[src/ica_pkg.sv]
`default_nettype none
package ica_pkg;

    localparam int unsigned DATA_W      = 64;
    localparam int unsigned QUEUE_DEPTH = 2;
    localparam int unsigned DIV_STEPS   = 64;
    localparam int unsigned STEP_W      = 6;

    localparam logic [63:0] MIN_64 = 64'h8000_0000_0000_0000;
    localparam logic [63:0] MIN_32 = 64'hFFFF_FFFF_8000_0000;

    typedef enum logic [4:0] {
        OP_ADD   = 5'd0,
        OP_SUB   = 5'd1,
        OP_MUL   = 5'd2,
        OP_DIV   = 5'd3,
        OP_UDIV  = 5'd4,
        OP_REM   = 5'd5,
        OP_UREM  = 5'd6,
        OP_AND   = 5'd7,
        OP_OR    = 5'd8,
        OP_XOR   = 5'd9,
        OP_SHL   = 5'd10,
        OP_SHR   = 5'd11,
        OP_SAR   = 5'd12,
        OP_NEG   = 5'd13,
        OP_SEXT  = 5'd14,
        OP_ZEXT  = 5'd15,
        OP_TRUNC = 5'd16,
        OP_EQ    = 5'd17,
        OP_NE    = 5'd18,
        OP_SLT   = 5'd19,
        OP_SLE   = 5'd20,
        OP_SGT   = 5'd21,
        OP_SGE   = 5'd22,
        OP_ULT   = 5'd23,
        OP_ULE   = 5'd24,
        OP_UGT   = 5'd25,
        OP_UGE   = 5'd26
    } op_t;

    typedef enum logic [1:0] {
        KIND_SIMPLE = 2'd0,
        KIND_MUL    = 2'd1,
        KIND_DIV    = 2'd2
    } kind_t;

    typedef enum logic [1:0] {
        BK_IDLE = 2'd0,
        BK_MUL  = 2'd1,
        BK_DIV  = 2'd2,
        BK_DONE = 2'd3
    } bk_state_t;

    localparam logic [1:0] SW_8  = 2'd0;
    localparam logic [1:0] SW_16 = 2'd1;

    // one classified request as it sits in the queue
    typedef struct packed {
        op_t         op;
        kind_t       kind;
        logic        wide;
        logic        bad;
        logic        is_cmp;
        logic        want_rem;
        logic        neg_res;
        logic [1:0]  src_w;
        logic [5:0]  shamt;
        logic [63:0] a;
        logic [63:0] b;
    } entry_t;

    function automatic logic [63:0] sext32(logic [63:0] v);
        return {{32{v[31]}}, v[31:0]};
    endfunction

    function automatic logic [63:0] fold_result(logic [63:0] x, logic bad,
                                                logic is_cmp, logic wide);
        logic [63:0] r;
        if (bad) begin
            r = '0;
        end else if (is_cmp || wide) begin
            r = x;
        end else begin
            r = sext32(x);
        end
        return r;
    endfunction

endpackage
`default_nettype wire

[src/ica_front.sv]
`default_nettype none
module ica_front (
    input  wire logic [4:0]    action,
    input  wire logic          wide,
    input  wire logic [63:0]   left_value,
    input  wire logic [63:0]   right_value,
    input  wire logic [1:0]    source_width,
    output ica_pkg::entry_t    entry
);

    logic [63:0] l;
    logic [63:0] r;
    logic [63:0] l_mag;
    logic [63:0] r_mag;
    logic [63:0] lu32;
    logic [63:0] ru32;
    logic        r_zero;
    ica_pkg::op_t op;

    assign op     = ica_pkg::op_t'(action);
    assign l      = wide ? left_value  : ica_pkg::sext32(left_value);
    assign r      = wide ? right_value : ica_pkg::sext32(right_value);
    assign lu32   = {32'd0, left_value[31:0]};
    assign ru32   = {32'd0, right_value[31:0]};
    assign l_mag  = l[63] ? (64'd0 - l) : l;
    assign r_mag  = r[63] ? (64'd0 - r) : r;
    assign r_zero = (r == 64'd0);

    always_comb begin
        entry          = '0;
        entry.op       = op;
        entry.kind     = ica_pkg::KIND_SIMPLE;
        entry.wide     = wide;
        entry.src_w    = source_width;
        entry.shamt    = wide ? r[5:0] : {1'b0, r[4:0]};
        entry.a        = l;
        entry.b        = r;
        unique case (op)
            ica_pkg::OP_MUL: begin
                entry.kind = ica_pkg::KIND_MUL;
            end
            ica_pkg::OP_DIV: begin
                entry.bad     = r_zero || ((r == '1) &&
                                (l == (wide ? ica_pkg::MIN_64 : ica_pkg::MIN_32)));
                entry.kind    = ica_pkg::KIND_DIV;
                entry.a       = l_mag;
                entry.b       = r_mag;
                entry.neg_res = l[63] ^ r[63];
            end
            ica_pkg::OP_REM: begin
                entry.bad      = r_zero;
                entry.kind     = ica_pkg::KIND_DIV;
                entry.a        = l_mag;
                entry.b        = r_mag;
                entry.neg_res  = l[63];
                entry.want_rem = 1'b1;
            end
            ica_pkg::OP_UDIV, ica_pkg::OP_UREM: begin
                entry.bad      = r_zero;
                entry.kind     = ica_pkg::KIND_DIV;
                entry.a        = wide ? l : lu32;
                entry.b        = wide ? r : ru32;
                entry.want_rem = (op == ica_pkg::OP_UREM);
            end
            ica_pkg::OP_SHR: begin
                entry.a = wide ? l : lu32;
            end
            ica_pkg::OP_ADD, ica_pkg::OP_SUB, ica_pkg::OP_AND, ica_pkg::OP_OR,
            ica_pkg::OP_XOR, ica_pkg::OP_SHL, ica_pkg::OP_SAR, ica_pkg::OP_NEG,
            ica_pkg::OP_SEXT, ica_pkg::OP_ZEXT, ica_pkg::OP_TRUNC: begin
                entry.kind = ica_pkg::KIND_SIMPLE;
            end
            ica_pkg::OP_EQ, ica_pkg::OP_NE, ica_pkg::OP_SLT, ica_pkg::OP_SLE,
            ica_pkg::OP_SGT, ica_pkg::OP_SGE, ica_pkg::OP_ULT, ica_pkg::OP_ULE,
            ica_pkg::OP_UGT, ica_pkg::OP_UGE: begin
                // compares see the raw operands
                entry.is_cmp = 1'b1;
                entry.a      = left_value;
                entry.b      = right_value;
            end
            default: begin
                entry.bad = 1'b1;
            end
        endcase
        // a request that cannot fold needs no unit
        if (entry.bad) begin
            entry.kind = ica_pkg::KIND_SIMPLE;
        end
    end

endmodule
`default_nettype wire

[config.mk]
export PLATFORM = sky130hd
export DESIGN_NAME = ica_front
export DESIGN_NICKNAME = d
export VERILOG_FILES = /design/src/ica_pkg.sv /design/src/ica_front.sv
export SDC_FILE = /design/constraint.sdc
export NUM_CORES = 1
export LEC_CHECK = 0
export ABC_AREA = 1
export BUFFER_PORTS_ARGS = -buffer_cell sky130_fd_sc_hd__buf_2
export CORE_MARGIN = 5
export CORE_UTILIZATION = 35
export DETAILED_ROUTE_END_ITERATION = 16
export PLACE_DENSITY = 0.59
export SLEW_MARGIN = 20
export SYNTH_ARGS = -nofsm -noshare
export SYNTH_HDL_FRONTEND = slang
export SYNTH_SLANG_ARGS = --single-unit
[constraint.sdc]
create_clock -name vclk -period 2.96
set_input_delay 0.592 -clock vclk [all_inputs]
set_output_delay 0.592 -clock vclk [all_outputs]
set_load 0.01 [all_outputs]
==> reports/metrics.csv <==
metric,value,unit
status,finished clean,
ant_nets,0,
critPathTopFamily,simple AND/OR/NAND/NOR gates,
postSynthCellCount,1569,
cp.required,2.37,ns
wl_met1,14.7,mm
hold_path_class,input port to output port,
dieHeight,151,um
yosysMostFrequentCell,nand2_1,
area_growth,56.6,%
end_kind,output port,
holdPathStages,0,
drc_errors,0,
slowest_delay,0.15,ns
grt.total_usage,0.289,
max_freq,0.344,GHz
synthTopCellsByCount,"nand2_1, nand3_1, nor2_1",
grt_pass1_wl,53.8,mm
die_area,22800,um^2
hp-start,source_width[0],
antenna_found_initial,0,
grt_max_degree,33,
portBuffers,280,
vdd_drop_max,0.0939,mV
p_leak,5.92,nW
synth_cell_type_count,39,
power,1.77,mW
vias_per_cell,5.21,
yosysWarnings,0,
synthesis.area,6970,um^2
startpoint,wide,
post_synth.cell_area_avg,4.44,um^2
power_density,163,nW/um^2
vias,11904,
synth.area.top_cells,"nand2_1, nand3_1, nor2_1",
synth_nets,1708,
top_layer_used,met4,
yosys.area.top_type,nand2_1,
routedWlPerCell,15.6,um
core_area,19500,um^2
clock_buffers,0,
insertedDiodeCount,0,
period_needed,2.90,ns
cp_max_fo,9,
drtIter0Drc,1122,
fin_nets,2163,
setup_viol,0,
wl_met2,17.0,mm
path_buf_inv,6,
wl_met3,2.85,mm
tns,0,ns
drt_wl_total,35.6,mm
drtPass1Iterations,7,
cp_slowest_cell,buf_8,
worst_pin_slew,0.422,ns
critical_path_class,input port to output port,
drive_gt1_frac,0.348,
regArea,0,um^2
hold_viol_final,0,
io_pins,284,
rows,51,
design.seq.count,0,
rsz0062_at_grt,yes,
crit_chain,buf_6 -> buf_8 -> buf_12 -> nand2_4 -> nand2_2 -> nor2_4 -> nand2_2 -> buf_4 -> buf_4 -> nor2_1 -> nand3_2 -> nand3b_1 -> nand3_1 -> nand2_1 -> buf_2,
gp_congestion,0.987,
yosysTopAreaCellShare,0.287,
grt_pass1_vias,10639,
slew_viol_final,0,
crit_arrival,2.31,ns
start_kind,input port,
grt_overflow,0,
dieWidth,151,um
max_cap_viol_count,0,
hold_end,entry[134],
finalCritPeriodShare,0.981,
yosysSeqAreaShare,0,
initial_core_util,0.357,
place_hpwl,29.3,mm
fillerInstances,2178,
max_slew_margin,0.718,
metal layers:
metal  up-vias  track usage
li1       5973            -
met1      5296        0.380
met2       567        0.520
met3        68       0.0215
met4         0       0.0517
met5         -            0
through the flow:
stage / instance area, um^2 / setup WS (ns) / util / cells / hold slack (ns)
finish: 10900 / 0.0561 / 0.559 / 2287 / 1.18
global route: 10900 / -0.0371 / 0.559 / 2287 / 1.18
CTS: 10100 / 0.00169 / 0.519 / 2269 / 1.18
detailed placement: 10000 / -0.211 / 0.514 / 2267 / 1.18
global placement: 10000 / -0.180 / 0.514 / 2267 / 1.18
floorplan: 6970 / 0.364 / - / 1569 / 1.23
report_power, final:
part | internal, mW | switching [mW] | total, mW
registers | 0 | 0 | 0
logic | 0.716 | 1.06 | 1.77
clock network | 0 | 0 | 0
total | 0.716 | 1.06 | 1.77
worst max path at each step:
stage | endpoint | cells past startpoint
after floorplan | entry[124] | 10
after global placement | entry[48] | 13
after detailed placement | entry[100] | 13
after CTS | entry[139] | 15
after global routing | entry[112] | 15
final | entry[112] | 15
cell usage in the layout (no fill, tap or decap), types with 2 or more instances in the layout:
| cell | count |
|---|---|
| nand2_1 | 482 |
| buf_2 | 278 |
| buf_4 | 227 |
| nand3_1 | 225 |
| inv_1 | 192 |
| nor2_1 | 172 |
| o21ai_0 | 110 |
| nor2_2 | 55 |
| nand2_2 | 49 |
| nand4_1 | 44 |
| a21oi_1 | 34 |
| nand3_2 | 19 |
| nor3_1 | 18 |
| nor2_4 | 13 |
| nor3_2 | 9 |
| o21ai_1 | 9 |
| buf_12 | 9 |
| nand2_4 | 8 |
| o21bai_1 | 7 |
| inv_2 | 6 |
| buf_6 | 5 |
| nand3_4 | 4 |
| o21ai_2 | 4 |
| or2_2 | 4 |
| a31oi_1 | 4 |
| o211ai_1 | 3 |
| clkbuf_16 | 3 |
| and2_1 | 2 |
| nor3_4 | 2 |
| nand2_8 | 2 |
| nor4_1 | 2 |
| a22o_1 | 2 |
| xor2_1 | 2 |
| o31ai_1 | 2 |
| nand3b_1 | 2 |
cell type report:
type	instances	area, um^2	area share
Multi-Input combinational cell	1298	6380	0.585
Tap cell	265	332	0.0304
Timing Repair Buffer	524	3430	0.314
Inverter	200	769	0.0705
cell families (layout without fill, tap and decap cells):
| group | after synthesis | after routing | synth area share |
|---|---|---|---|
| simple gates | 1111 | 1112 | 0.679 |
| compound gates | 181 | 181 | 0.139 |
| fa+ha+maj | 3 | 3 | 0.00539 |
| buf+inv | 272 | 724 | 0.174 |
| xor+xnor | 2 | 2 | 0.00252 |
what timing repair did:
item	in CTS	in global routing
pin swaps	6	47
endpoints found under the setup margin	39	81
setup buffers	1	15
hold buffers	0	0
cloned	1	3
gates resized for setup	29	174
(Power assumes the default switching activity.)
