File: src/ica_pkg.sv
`default_nettype none
package ica_pkg;

    localparam int unsigned DATA_W      = 64;
    localparam int unsigned QUEUE_DEPTH = 2;
    localparam int unsigned DIV_STEPS   = 64;
    localparam int unsigned STEP_W      = 6;

    localparam logic [63:0] MIN_64 = 64'h8000_0000_0000_0000;
    localparam logic [63:0] MIN_32 = 64'hFFFF_FFFF_8000_0000;

    typedef enum logic [4:0] {
        OP_ADD   = 5'd0,
        OP_SUB   = 5'd1,
        OP_MUL   = 5'd2,
        OP_DIV   = 5'd3,
        OP_UDIV  = 5'd4,
        OP_REM   = 5'd5,
        OP_UREM  = 5'd6,
        OP_AND   = 5'd7,
        OP_OR    = 5'd8,
        OP_XOR   = 5'd9,
        OP_SHL   = 5'd10,
        OP_SHR   = 5'd11,
        OP_SAR   = 5'd12,
        OP_NEG   = 5'd13,
        OP_SEXT  = 5'd14,
        OP_ZEXT  = 5'd15,
        OP_TRUNC = 5'd16,
        OP_EQ    = 5'd17,
        OP_NE    = 5'd18,
        OP_SLT   = 5'd19,
        OP_SLE   = 5'd20,
        OP_SGT   = 5'd21,
        OP_SGE   = 5'd22,
        OP_ULT   = 5'd23,
        OP_ULE   = 5'd24,
        OP_UGT   = 5'd25,
        OP_UGE   = 5'd26
    } op_t;

    typedef enum logic [1:0] {
        KIND_SIMPLE = 2'd0,
        KIND_MUL    = 2'd1,
        KIND_DIV    = 2'd2
    } kind_t;

    typedef enum logic [1:0] {
        BK_IDLE = 2'd0,
        BK_MUL  = 2'd1,
        BK_DIV  = 2'd2,
        BK_DONE = 2'd3
    } bk_state_t;

    localparam logic [1:0] SW_8  = 2'd0;
    localparam logic [1:0] SW_16 = 2'd1;

    // one classified request as it sits in the queue
    typedef struct packed {
        op_t         op;
        kind_t       kind;
        logic        wide;
        logic        bad;
        logic        is_cmp;
        logic        want_rem;
        logic        neg_res;
        logic [1:0]  src_w;
        logic [5:0]  shamt;
        logic [63:0] a;
        logic [63:0] b;
    } entry_t;

    function automatic logic [63:0] sext32(logic [63:0] v);
        return {{32{v[31]}}, v[31:0]};
    endfunction

    function automatic logic [63:0] fold_result(logic [63:0] x, logic bad,
                                                logic is_cmp, logic wide);
        logic [63:0] r;
        if (bad) begin
            r = '0;
        end else if (is_cmp || wide) begin
            r = x;
        end else begin
            r = sext32(x);
        end
        return r;
    endfunction

endpackage
`default_nettype wire

File: src/ica_queue.sv
`default_nettype none
module ica_queue #(
    parameter int unsigned DEPTH = ica_pkg::QUEUE_DEPTH
) (
    input  wire logic             aclk,
    input  wire logic             aresetn,
    input  wire logic             push,
    input  wire ica_pkg::entry_t  push_data,
    output logic                  full,
    input  wire logic             pop,
    output logic                  head_valid,
    output ica_pkg::entry_t       head
);

    localparam int unsigned PTR_W = (DEPTH > 1) ? $clog2(DEPTH) : 1;
    localparam int unsigned CNT_W = $clog2(DEPTH + 1);
    localparam logic [PTR_W-1:0] LAST = PTR_W'(DEPTH - 1);
    localparam logic [CNT_W-1:0] FULL_CNT = CNT_W'(DEPTH);

    ica_pkg::entry_t  slot_reg [DEPTH];
    logic [PTR_W-1:0] wr_ptr_reg, wr_ptr_next;
    logic [PTR_W-1:0] rd_ptr_reg, rd_ptr_next;
    logic [CNT_W-1:0] count_reg, count_next;
    logic             do_push;
    logic             do_pop;

    assign full       = (count_reg == FULL_CNT);
    assign head_valid = (count_reg != '0);
    assign head       = slot_reg[rd_ptr_reg];
    assign do_push    = push && !full;
    assign do_pop     = pop && head_valid;

    always_comb begin
        wr_ptr_next = wr_ptr_reg;
        rd_ptr_next = rd_ptr_reg;
        count_next  = count_reg;
        if (do_push) begin
            wr_ptr_next = (wr_ptr_reg == LAST) ? '0 : wr_ptr_reg + 1'b1;
        end
        if (do_pop) begin
            rd_ptr_next = (rd_ptr_reg == LAST) ? '0 : rd_ptr_reg + 1'b1;
        end
        if (do_push && !do_pop) begin
            count_next = count_reg + 1'b1;
        end else if (do_pop && !do_push) begin
            count_next = count_reg - 1'b1;
        end
    end

    always_ff @(posedge aclk) begin
        if (!aresetn) begin
            wr_ptr_reg <= '0;
            rd_ptr_reg <= '0;
            count_reg  <= '0;
        end else begin
            wr_ptr_reg <= wr_ptr_next;
            rd_ptr_reg <= rd_ptr_next;
            count_reg  <= count_next;
        end
    end

    always_ff @(posedge aclk) begin
        if (do_push) begin
            slot_reg[wr_ptr_reg] <= push_data;
        end
    end

endmodule
`default_nettype wire

File: config.mk
export PLATFORM = sky130hd
export DESIGN_NAME = ica_queue
export DESIGN_NICKNAME = d
export VERILOG_FILES = /design/src/ica_pkg.sv /design/src/ica_queue.sv
export SDC_FILE = /design/constraint.sdc
export NUM_CORES = 1
export LEC_CHECK = 0
export BUFFER_PORTS_ARGS = -buffer_cell sky130_fd_sc_hd__buf_4
export CORE_MARGIN = 1.5
export CORE_UTILIZATION = 45
export DETAILED_ROUTE_END_ITERATION = 8
export PLACE_DENSITY = 0.77
export SLEW_MARGIN = 10
export SYNTH_ARGS = -nofsm -noshare
export SYNTH_HDL_FRONTEND = slang
export SYNTH_SLANG_ARGS = --single-unit
File: constraint.sdc
create_clock -name aclk -period 17.2 [get_ports aclk]
set_input_delay 1.72 -clock aclk [delete_from_list [all_inputs] [get_ports aclk]]
set_output_delay 1.72 -clock aclk [all_outputs]
set_load 0.01 [all_outputs]
==> flow_summary_export.csv <==
group,metric,value,unit
worst_setup_path,cpPeakStageDelay,0.93,ns
placement,port_buffers,301,
synthesis,synth_nets,638,
floorplanning,start_util,46.24,%
synthesis,synth_top_area_cell,"edfxtp_1",
pwr,p_switching,531.9,uW
final_layout,n_antenna_cell,0,
pwr,power_frac_comb,25.9,%
drt,drcViolationCount,0,
pwr,sequentialPowerShare,47.1,%
global_routing,grt_use_total,15.71,%
sta,clock.fmax,207.6,MHz
worst_setup_path,worstPathCellList,"buf_4, mux2_2, buf_4",
global_routing,grt_antenna_before_repair,0,
drt,drtIter0Drc,226,
pwr,switching_share,25.96,%
pwr,max-vdd-ir-drop,0.00009826,V
sta,fin_tns_setup,0,ns
pwr,power.density,143.2,nW/um2
synthesis,synth_mux_area_share,15.22,%
hold_path,worst_hold_path_type,"reg -> reg",
clock_tree,cts-resized-gates,0,
global_routing,grt_pass1_wl,31240,um
pwr,p_leak,5.279,nW
sta,relSlewSlack,24.71,%
floorplanning,row_count,56,
synthesis,synth_seq_area_share,82.07,%
final_layout,nFillCells,1752,
clock_tree,cts_max_level,1,
worst_setup_path,worstSetupStartpointType,"register",
synthesis,yosysTopAreaCellShare,81.16,%
sta,hold_viol_final,0,
drt,routed_wl,20540,um
drt,drtAntennaViolNets,0,
final_layout,fin_nets,958,
hold_path,hold_path_end,"count_reg[1]",
clock_tree,cts_buffer_depth,3,
global_routing,grt_max_degree,84,
worst_setup_path,cp.arrival,3.10,ns
drt,drt-wirelength-per-cell,17.96,um
synthesis,synth_area_per_cell,22.58,um2
pwr,internal-power,1.517,mW
worst_setup_path,r2r_start,"count_reg[0]",
final_layout,largest_reg_flops,296,
synthesis,netlist-cell-type-count,22,
pwr,clockPowerShare,26.9,%
drt,vias_per_cell,4.823,
synthesis,yosys_warnings,0,
floorplanning,ios,302,
job,cap_violations,0,
sta,slew_viol_final,0,
worst_setup_path,r2r_cells,3,
clock_tree,clkTransAtPathRegs,0.06,ns
placement,place.gp.congestion,0.7500,
worst_setup_path,cp.required,15.48,ns
clock_tree,hold_buffers,0,
sta,fin_crit_sh,28.00,%
worst_setup_path,cpMaxStageDelayCell,"buf_4",
synthesis,synth.most_common_cell,"edfxtp_1",
sta,clock_skew,0.01566,ns
worst_setup_path,cpMostUsedCell,"buf_4",
sta,finalSetupViolations,0,
synthesis,synth_flop_cell,"edfxtp_1",
clock_tree,root_buffer,"clkbuf_16",
clock_tree,cts_setup_buffers,0,
sta,period_minus_slack,4.816,ns
sta,whs,0.5300,ns
drt,dr.pass1.iters,4,
outcome,status,"finished clean",
worst_setup_path,crit_family,"buffers and inverters",
synthesis,synthCells,485,
synthesis,syn_area,10950,um2
worst_setup_path,worstSetupPathType,"reg -> out",
clock_tree,worstSkewPairLatency,0.54,ns
hold_path,min_path_cells,2,
synthesis,synth_edf_count,296,
clock_tree,cts_made_buffers,29,
synthesis,synth_xor_area_share,0.2399,%
floorplanning,die_h,159.0,um
synthesis,synth_area_leaders,"edfxtp_1 (81%), mux2_2 (15%), buf_6 (1.2%)",
global_routing,grt_overflow_total,0,
floorplanning,fp.dieW,159.0,um
worst_setup_path,worst_setup_path_end_kind,"output port",
synthesis,yosys.area_share.simple,0.5255,%
worst_setup_path,critPathMaxFanout,83,
synthesis,yosys_register_bits,301,
final_layout,drive_gt1_share,59.52,%
final_layout,area_growth,30.70,%
hold_path,min_from,"count_reg[1]",
worst_setup_path,r2r_slack,14.28,ns
worst_setup_path,crit_buf_inv,2,
drt,via_count,5518,
synthesis,synth_adder_area_share,0.1142,%
synthesis,synthArstFlopShare,0,%
synthesis,synth_top_family_by_area,"multiplexers",
floorplanning,die-area,25280,um2
synthesis,synth-compound-area-share,0.2970,%
placement,dp.final_hpwl,13200,um
clock_tree,cts_tree,"built",
sta,tightest_slew,1.129,ns
floorplanning,core,23680,um2
clock_tree,cts_sinks,301,
sta,rsz0062_at_grt,"false",
synthesis,yosys-top-cells-count,"edfxtp_1 (296), mux2_2 (148), buf_6 (12)",
worst_setup_path,rr_endpoint,"slot_reg[1][3]",
global_routing,grt_pass1_vias,5760,
==> stage by stage <==
step	power [mW]	std cells	util, %	area [um2]	setup slack [ns]
2_1_floorplan	1.290	485	-	10950	9.078
3_3_place_gp	1.512	1093	56.98	13500	12.88
3_5_place_dp	1.519	1093	56.98	13500	12.91
4_1_cts	2.079	1144	60.44	14310	12.31
5_1_grt	2.139	1144	60.44	14310	12.14
6_report	2.049	1144	60.44	14310	12.38
==> worst reg2reg max path, stage by stage (launching register included) <==
cell and delay (ns):
dfxtp_1 0.41, nand2b_1 0.17, and3_4 0.86, buf_4 1.00
==> routing by layer <==
metal  up-vias  GRT usage, %  wire length (um)  share of wire (%)
met1      2701         18.26              7895                 38
met2       206         27.37             10310                 50
met4         0         5.446               580                2.8
met5         -             0                 0                  0
met3        45         5.079              1753                8.5
li1       2566             -                 -                  -
==> how the worst max path moves through the flow <==
stage,cells after the start,end,slack (ns),startpoint
floorplan,2,slot_reg[0][0],9.08,push
global placement,3,head[21],12.88,register
global route,3,head[21],12.14,register
detailed placement,3,head[21],12.91,register
CTS,3,head[21],12.31,register
finish,3,head[21],12.38,register
==> power by group through the flow <==
stage / Clock (mW) / Combinational, mW / Sequential (mW)
floorplan: 0 / 0.320 / 0.971
global placement: 0 / 0.533 / 0.979
detailed placement: 0 / 0.536 / 0.983
CTS: 0.571 / 0.540 / 0.968
global route: 0.594 / 0.567 / 0.977
finish: 0.552 / 0.531 / 0.966
==> layout by cell type (no fill, tap or decap) <==
cell,count
buf_4,305
dfxtp_1,4
a21boi_0,1
and3_4,1
dfxtp_4,1
clkbuf_16,29
o21a_1,1
nor3_4,1
or3_1,1
ha_1,1
and2_1,3
or2_2,1
o21ai_0,1
inv_1,2
clkinv_2,4
clkinv_1,8
clkbuf_1,9
xor2_1,1
o21ai_1,1
xnor2_1,2
nand2b_1,1
a21boi_1,1
mux2_2,148
inv_6,1
edfxtp_1,296
nor2_1,1
==> kinds of logic (layout without fill, tap and decap cells) <==
group | after synthesis | after routing
flops | 301 | 301
mux | 148 | 148
buf+inv | 18 | 358
simple gates | 9 | 9
compound gates | 5 | 5
xor+xnor | 3 | 3
fa+ha+maj | 1 | 1
==> final cells by class <==
class	count	area (um2)	area share [%]
multi-input cells	166	1807	12.62
clock inverters	13	58.81	0.4108
repair buffers	305	2290	16.00
flip-flops and latches	301	8992	62.82
clock buffers	38	759.5	5.306
well taps	319	399.1	2.788
inverters	2	7.507	0.05245
No activity file was read; power rests on OpenSTA's default activity.
