File: config.mk
export PLATFORM = sky130hd
export DESIGN_NAME = ica_back
export DESIGN_NICKNAME = d
export VERILOG_FILES = /design/src/ica_pkg.sv /design/src/ica_back.sv
export SDC_FILE = /design/constraint.sdc
export NUM_CORES = 2
export LEC_CHECK = 0
export BUFFER_PORTS_ARGS = -buffer_cell sky130_fd_sc_hd__buf_2
export CORE_MARGIN = 2
export CORE_UTILIZATION = 40
export DETAILED_ROUTE_END_ITERATION = 12
export PLACE_DENSITY_LB_ADDON = 0.05
export SLEW_MARGIN = 25
export SYNTH_ARGS = -nofsm -noshare
export SYNTH_HDL_FRONTEND = slang
export SYNTH_SLANG_ARGS = --single-unit
File: constraint.sdc
create_clock -name aclk -period 15.9 [get_ports aclk]
set_clock_uncertainty 0.1 [all_clocks]
set_input_delay 1.59 -clock aclk [delete_from_list [all_inputs] [get_ports aclk]]
set_output_delay 1.59 -clock aclk [all_outputs]
set_load 0.01 [all_outputs]
File: src/ica_pkg.sv
`default_nettype none
package ica_pkg;

    localparam int unsigned DATA_W      = 64;
    localparam int unsigned QUEUE_DEPTH = 2;
    localparam int unsigned DIV_STEPS   = 64;
    localparam int unsigned STEP_W      = 6;

    localparam logic [63:0] MIN_64 = 64'h8000_0000_0000_0000;
    localparam logic [63:0] MIN_32 = 64'hFFFF_FFFF_8000_0000;

    typedef enum logic [4:0] {
        OP_ADD   = 5'd0,
        OP_SUB   = 5'd1,
        OP_MUL   = 5'd2,
        OP_DIV   = 5'd3,
        OP_UDIV  = 5'd4,
        OP_REM   = 5'd5,
        OP_UREM  = 5'd6,
        OP_AND   = 5'd7,
        OP_OR    = 5'd8,
        OP_XOR   = 5'd9,
        OP_SHL   = 5'd10,
        OP_SHR   = 5'd11,
        OP_SAR   = 5'd12,
        OP_NEG   = 5'd13,
        OP_SEXT  = 5'd14,
        OP_ZEXT  = 5'd15,
        OP_TRUNC = 5'd16,
        OP_EQ    = 5'd17,
        OP_NE    = 5'd18,
        OP_SLT   = 5'd19,
        OP_SLE   = 5'd20,
        OP_SGT   = 5'd21,
        OP_SGE   = 5'd22,
        OP_ULT   = 5'd23,
        OP_ULE   = 5'd24,
        OP_UGT   = 5'd25,
        OP_UGE   = 5'd26
    } op_t;

    typedef enum logic [1:0] {
        KIND_SIMPLE = 2'd0,
        KIND_MUL    = 2'd1,
        KIND_DIV    = 2'd2
    } kind_t;

    typedef enum logic [1:0] {
        BK_IDLE = 2'd0,
        BK_MUL  = 2'd1,
        BK_DIV  = 2'd2,
        BK_DONE = 2'd3
    } bk_state_t;

    localparam logic [1:0] SW_8  = 2'd0;
    localparam logic [1:0] SW_16 = 2'd1;

    // one classified request as it sits in the queue
    typedef struct packed {
        op_t         op;
        kind_t       kind;
        logic        wide;
        logic        bad;
        logic        is_cmp;
        logic        want_rem;
        logic        neg_res;
        logic [1:0]  src_w;
        logic [5:0]  shamt;
        logic [63:0] a;
        logic [63:0] b;
    } entry_t;

    function automatic logic [63:0] sext32(logic [63:0] v);
        return {{32{v[31]}}, v[31:0]};
    endfunction

    function automatic logic [63:0] fold_result(logic [63:0] x, logic bad,
                                                logic is_cmp, logic wide);
        logic [63:0] r;
        if (bad) begin
            r = '0;
        end else if (is_cmp || wide) begin
            r = x;
        end else begin
            r = sext32(x);
        end
        return r;
    endfunction

endpackage
`default_nettype wire

File: src/ica_back.sv
`default_nettype none
module ica_back (
    input  wire logic             aclk,
    input  wire logic             aresetn,
    input  wire logic             head_valid,
    input  wire ica_pkg::entry_t  head,
    output logic                  pop,
    output logic                  m_valid,
    input  wire logic             m_ready,
    output logic [63:0]           m_result_bits,
    output logic                  m_not_foldable
);

    ica_pkg::bk_state_t state_reg, state_next;
    ica_pkg::entry_t    cur_reg, cur_next;
    logic [ica_pkg::STEP_W-1:0] cnt_reg, cnt_next;
    logic [63:0] acc_reg, acc_next;
    logic [63:0] rem_reg, rem_next;
    logic [63:0] prod_reg, prod_next;
    logic        m_valid_reg, m_valid_next;
    logic [63:0] m_result_reg, m_result_next;
    logic        m_nf_reg, m_nf_next;
    logic        out_free;
    logic        load_out;
    logic [31:0] mul_a;
    logic [31:0] mul_b;
    logic [64:0] trial;
    logic [63:0] div_mag;
    logic [63:0] unit_x;

    function automatic logic [63:0] simple_result(ica_pkg::entry_t e);
        logic [63:0] x;
        x = '0;
        case (e.op)
            ica_pkg::OP_ADD:   x = e.a + e.b;
            ica_pkg::OP_SUB:   x = e.a - e.b;
            ica_pkg::OP_AND:   x = e.a & e.b;
            ica_pkg::OP_OR:    x = e.a | e.b;
            ica_pkg::OP_XOR:   x = e.a ^ e.b;
            ica_pkg::OP_SHL:   x = e.a << e.shamt;
            ica_pkg::OP_SHR:   x = e.a >> e.shamt;
            ica_pkg::OP_SAR:   x = $unsigned($signed(e.a) >>> e.shamt);
            ica_pkg::OP_NEG:   x = 64'd0 - e.a;
            ica_pkg::OP_SEXT: begin
                case (e.src_w)
                    ica_pkg::SW_8:  x = {{56{e.a[7]}}, e.a[7:0]};
                    ica_pkg::SW_16: x = {{48{e.a[15]}}, e.a[15:0]};
                    default:        x = ica_pkg::sext32(e.a);
                endcase
            end
            ica_pkg::OP_ZEXT, ica_pkg::OP_TRUNC: x = e.a;
            ica_pkg::OP_EQ:  x = {63'd0, e.a == e.b};
            ica_pkg::OP_NE:  x = {63'd0, e.a != e.b};
            ica_pkg::OP_SLT: x = {63'd0, $signed(e.a) <  $signed(e.b)};
            ica_pkg::OP_SLE: x = {63'd0, $signed(e.a) <= $signed(e.b)};
            ica_pkg::OP_SGT: x = {63'd0, $signed(e.a) >  $signed(e.b)};
            ica_pkg::OP_SGE: x = {63'd0, $signed(e.a) >= $signed(e.b)};
            ica_pkg::OP_ULT: x = {63'd0, e.a <  e.b};
            ica_pkg::OP_ULE: x = {63'd0, e.a <= e.b};
            ica_pkg::OP_UGT: x = {63'd0, e.a >  e.b};
            ica_pkg::OP_UGE: x = {63'd0, e.a >= e.b};
            default:         x = '0;
        endcase
        return x;
    endfunction

    assign out_free = !m_valid_reg || m_ready;

    // low 64 bits of the product from three 32x32 partial products
    assign mul_a = (cnt_reg[1:0] == 2'd2) ? cur_reg.a[63:32] : cur_reg.a[31:0];
    assign mul_b = (cnt_reg[1:0] == 2'd1) ? cur_reg.b[63:32] : cur_reg.b[31:0];

    // restoring divide, one quotient bit per step
    assign trial   = {rem_reg, acc_reg[63]} - {1'b0, cur_reg.b};
    assign div_mag = cur_reg.want_rem ? rem_reg : acc_reg;
    assign unit_x  = (cur_reg.kind == ica_pkg::KIND_MUL) ? acc_reg :
                     (cur_reg.neg_res ? (64'd0 - div_mag) : div_mag);

    always_comb begin
        state_next = state_reg;
        unique case (state_reg)
            ica_pkg::BK_IDLE: begin
                if (head_valid && head.kind == ica_pkg::KIND_MUL) begin
                    state_next = ica_pkg::BK_MUL;
                end else if (head_valid && head.kind == ica_pkg::KIND_DIV) begin
                    state_next = ica_pkg::BK_DIV;
                end
            end
            ica_pkg::BK_MUL: begin
                if (cnt_reg[1:0] == 2'd3) begin
                    state_next = ica_pkg::BK_DONE;
                end
            end
            ica_pkg::BK_DIV: begin
                if (cnt_reg == ica_pkg::STEP_W'(ica_pkg::DIV_STEPS - 1)) begin
                    state_next = ica_pkg::BK_DONE;
                end
            end
            ica_pkg::BK_DONE: begin
                if (out_free) begin
                    state_next = ica_pkg::BK_IDLE;
                end
            end
            default: state_next = ica_pkg::BK_IDLE;
        endcase
    end

    always_comb begin
        pop           = 1'b0;
        load_out      = 1'b0;
        m_result_next = m_result_reg;
        m_nf_next     = m_nf_reg;
        cur_next      = cur_reg;
        cnt_next      = cnt_reg;
        acc_next      = acc_reg;
        rem_next      = rem_reg;
        prod_next     = prod_reg;
        unique case (state_reg)
            ica_pkg::BK_IDLE: begin
                if (head_valid && head.kind == ica_pkg::KIND_SIMPLE) begin
                    if (out_free) begin
                        pop           = 1'b1;
                        load_out      = 1'b1;
                        m_result_next = ica_pkg::fold_result(simple_result(head),
                                            head.bad, head.is_cmp, head.wide);
                        m_nf_next     = head.bad;
                    end
                end else if (head_valid) begin
                    pop      = 1'b1;
                    cur_next = head;
                    cnt_next = '0;
                    acc_next = head.a;
                    rem_next = '0;
                end
            end
            ica_pkg::BK_MUL: begin
                prod_next = mul_a * mul_b;
                cnt_next  = cnt_reg + 1'b1;
                if (cnt_reg[1:0] == 2'd1) begin
                    acc_next = prod_reg;
                end else if (cnt_reg[1:0] != 2'd0) begin
                    acc_next = acc_reg + {prod_reg[31:0], 32'd0};
                end
            end
            ica_pkg::BK_DIV: begin
                cnt_next = cnt_reg + 1'b1;
                if (!trial[64]) begin
                    rem_next = trial[63:0];
                    acc_next = {acc_reg[62:0], 1'b1};
                end else begin
                    rem_next = {rem_reg[62:0], acc_reg[63]};
                    acc_next = {acc_reg[62:0], 1'b0};
                end
            end
            ica_pkg::BK_DONE: begin
                if (out_free) begin
                    load_out      = 1'b1;
                    m_result_next = ica_pkg::fold_result(unit_x, 1'b0, 1'b0,
                                                         cur_reg.wide);
                    m_nf_next     = 1'b0;
                end
            end
            default: begin
                pop = 1'b0;
            end
        endcase
        m_valid_next = load_out ? 1'b1 : (m_ready ? 1'b0 : m_valid_reg);
    end

    always_ff @(posedge aclk) begin
        if (!aresetn) begin
            state_reg   <= ica_pkg::BK_IDLE;
            m_valid_reg <= 1'b0;
            cnt_reg     <= '0;
        end else begin
            state_reg   <= state_next;
            m_valid_reg <= m_valid_next;
            cnt_reg     <= cnt_next;
        end
    end

    always_ff @(posedge aclk) begin
        cur_reg      <= cur_next;
        acc_reg      <= acc_next;
        rem_reg      <= rem_next;
        prod_reg     <= prod_next;
        m_result_reg <= m_result_next;
        m_nf_reg     <= m_nf_next;
    end

    assign m_valid        = m_valid_reg;
    assign m_result_bits  = m_result_reg;
    assign m_not_foldable = m_nf_reg;

endmodule
`default_nettype wire

==> run metrics <==
count of port buffers added during placement=218; Min Clock Period, post-route=approximately 11 ns; layout cell share with drive strength beyond 1=a little under a tenth; Crit. Startpoint=cnt_reg[0]; Root Driver=sky130_fd_sc_hd__clkbuf_16; clock slew at the register clock pins of the worst setup and hold paths=~0.060 ns; cell types occupying the most area after synthesis=sky130_fd_sc_hd__fa_1 (23%), sky130_fd_sc_hd__edfxtp_1 (15%), sky130_fd_sc_hd__ha_1 (8.9%), sky130_fd_sc_hd__nor2_1 (5.7%), sky130_fd_sc_hd__inv_1 (5.6%); flip-flop and latch count after synthesis=approximately 400; Critical R2R Launch=cnt_reg[0]; number of flops mapped to enable cells by yosys=390; Max Fclk=roughly 0.093 GHz; critical path capture point=prod_reg[63]; CTS sink cnt=approximately 400; count of cells along the worst register-to-register path=29; quantity of gates resized following cts=0; transition at the pin with the smallest max-transition slack=between 1 and 1.5 ns; initial antenna violation count=70; synthesized instance count=around 9500; unrepaired setup endpoints after global routing=no; clock tree from TritonCTS=built; Total Negative Setup Slacks=0 ns; number of distinct library cells after synthesis=86; final number of setup-violating endpoints=0; RR Endpoint=prod_reg[63]; Num CTS Buffers=around 50; routed wire length per instance=around 36 um; total congestion overflow=0; CP Buf/Inv Count=8; final RePlAce weighted congestion=roughly 1.0; critical path data arrival time=11.08 ns; Layout Nets=11000; floorplan die height=about 450 um; Placed Cells=~12000; Longest Clk Path Bufs=3; max_slew headroom=a little over a fifth; number of flip-flops in the largest register=around 130; most frequently used cell type in the post-synthesis netlist=sky130_fd_sc_hd__nor2_1; Starting Density=between 40% and 50%; # DRC=0; number of gates on the worst path with buffers counted=29; final antenna-violating net count=0; Yosys top cell by area=sky130_fd_sc_hd__fa_1; synth cell count leaders=sky130_fd_sc_hd__nor2_1 (1210), sky130_fd_sc_hd__inv_1 (1185), sky130_fd_sc_hd__nand2_1 (936); first-pass detailed-route iteration total=8; Routed Wire Length=around 440000 um; Core Area=197000 um2; post-synth top area share=between 20% and 30%; clock insertion delay at the later pin of the skew report=around 0.7 ns; CTS Hold Bufs=0; number of warnings printed during yosys synthesis=0; # Max-Cap Violations=0; async set or reset register ratio after synthesis=0%; kind of launch point of the worst setup path=flip-flop; DPL Wire Length=~350000 um; wire length of the first global-routing pass=between 500000 and 600000 um; Seq/Total Area, Yosys=about 15%; highest cell delay on the worst timing path=slightly below 0.8 ns; reg-to-reg slack, setup=approximately 5.1 ns; largest net degree at the start of global routing=71; Slowest-stage cell, CP=sky130_fd_sc_hd__a2111oi_4; Avg Synthesized Cell Area=8.30 um2; Top Ports=approximately 220; start-to-end type of the worst setup path=reg -> reg; Syn Nets=11100; number of buffers inserted to repair setup after CTS=0; width of the die=between 400 and 500 um; total number of H-tree levels=2; vias per cell=around 6.4; status=finished clean; Final Max Slew Viols=0; initial DRC count=10800; final cycle utilization of the critical path=roughly two thirds; most used flip-flop cell after synthesis=sky130_fd_sc_hd__edfxtp_1; cell area after synthesis=between 70000 and 80000 um2; Worst Path Required=between 15 and 20 ns; total number of vias=between 70000 and 80000; largest driver fanout on the critical path=47; number of rows in the core area=around 160; path type of the worst min-delay path=reg -> reg; signed area change from the synthesized netlist to the final layout=7.58%; crit-path most repeated cell=sky130_fd_sc_hd__fa_1; Top Family by Delay on Critical Path=adder cells; category of the worst setup path capture point=flip-flop; DIE AREA=just over 200000 um2; global-route usage over all layers=a little over two fifths; vias in the first global route=75100; filler-free cell count of the finished design=roughly 12000; Final Hold Vio Count=0
-- stage by stage --
stage / setup slack [ns] / cell area (um2) / hold WS, ns / utilization, %
after floorplan: 6.73 / 79100 / 0.379 / -
after detailed placement: 5.31 / 83300 / 0.414 / 42.3
final: 5.15 / 85100 / 0.430 / 43.2
after global placement: 5.13 / 83300 / 0.405 / 42.3
after CTS: 5.26 / 85000 / 0.426 / 43.2
after global routing: 4.74 / 85100 / 0.489 / 43.2
-- cells by family (layout without fill, tap and decap cells) --
group | count (synthesis) | after routing | synth area share, %
simple gates | 2902 | 2902 | 16.0
compound gates | 2233 | 2233 | 18.1
buf+inv | 1829 | 1733 | 8.70
fa+ha+maj | 1460 | 1460 | 31.6
mux | 470 | 470 | 7.98
flops | 399 | 399 | 15.0
xor+xnor | 241 | 241 | 2.67
other cells | 0 | 20 | 0
-- worst min-delay path by stage --
stage,startpoint,end,depth (start not counted)
detailed placement,cnt_reg[5],cnt_reg[5],2
global placement,cnt_reg[5],cnt_reg[5],2
global route,cnt_reg[5],cnt_reg[5],2
CTS,cnt_reg[5],cnt_reg[5],2
floorplan,cnt_reg[5],cnt_reg[5],2
finish,cnt_reg[5],cnt_reg[5],2
-- cell usage in the layout (no fill, tap or decap), types with 62 or more instances in the layout --
cell and n:
sky130_fd_sc_hd__nor2_1 1208, sky130_fd_sc_hd__inv_1 1182, sky130_fd_sc_hd__nand2_1 934, sky130_fd_sc_hd__fa_1 900, sky130_fd_sc_hd__a21oi_1 655, sky130_fd_sc_hd__ha_1 555, sky130_fd_sc_hd__o21ai_0 479, sky130_fd_sc_hd__edfxtp_1 390
sky130_fd_sc_hd__mux2i_1 253, sky130_fd_sc_hd__buf_4 228, sky130_fd_sc_hd__buf_2 212, sky130_fd_sc_hd__xnor2_1 179, sky130_fd_sc_hd__nor3_1 143, sky130_fd_sc_hd__a21o_1 136, sky130_fd_sc_hd__mux4_2 122, sky130_fd_sc_hd__nand3_1 120
sky130_fd_sc_hd__a221oi_1 97, sky130_fd_sc_hd__nand4_1 92, sky130_fd_sc_hd__o211ai_1 89, sky130_fd_sc_hd__a211oi_1 79, sky130_fd_sc_hd__o21a_1 77, sky130_fd_sc_hd__o21bai_1 72, sky130_fd_sc_hd__nand2b_1 69, sky130_fd_sc_hd__mux2_2 66
sky130_fd_sc_hd__xor2_1 62
-- worst register-to-register path, delay by kind of cell, from the launching register on --
| kind | cells | cell delay, ns |
|---|---|---|
| AO/OA/AOI/OAI | 7 | 2.48 |
| multiplexers | 1 | 0.40 |
| AND/OR/NAND/NOR | 2 | 0.55 |
| adder cells (fa/ha/maj) | 10 | 4.84 |
| XOR/XNOR | 1 | 0.12 |
| buffers and inverters | 8 | 1.64 |
| flip-flops | 1 | 0.38 |
-- layer usage --
metal,track usage [%],wire [um]
met1,56.3,174000
met2,59.8,177000
met3,11.9,49500
met4,27.0,34200
met5,0,175
-- cell type report --
type | count | area, um2
clock inverters | 39 | 425
flip-flops and latches | 399 | 11900
repair buffers | 443 | 2810
diodes | 20 | 50.0
multi-input cells | 7306 | 60900
clock buffers | 57 | 1320
well taps | 2640 | 3300
fillers | 20000 | 112000
inverters | 1194 | 4490
Power is left out: the tool's default activity adds up to more than one toggle a clock period on the data nets, which glitch-free logic cannot reach.
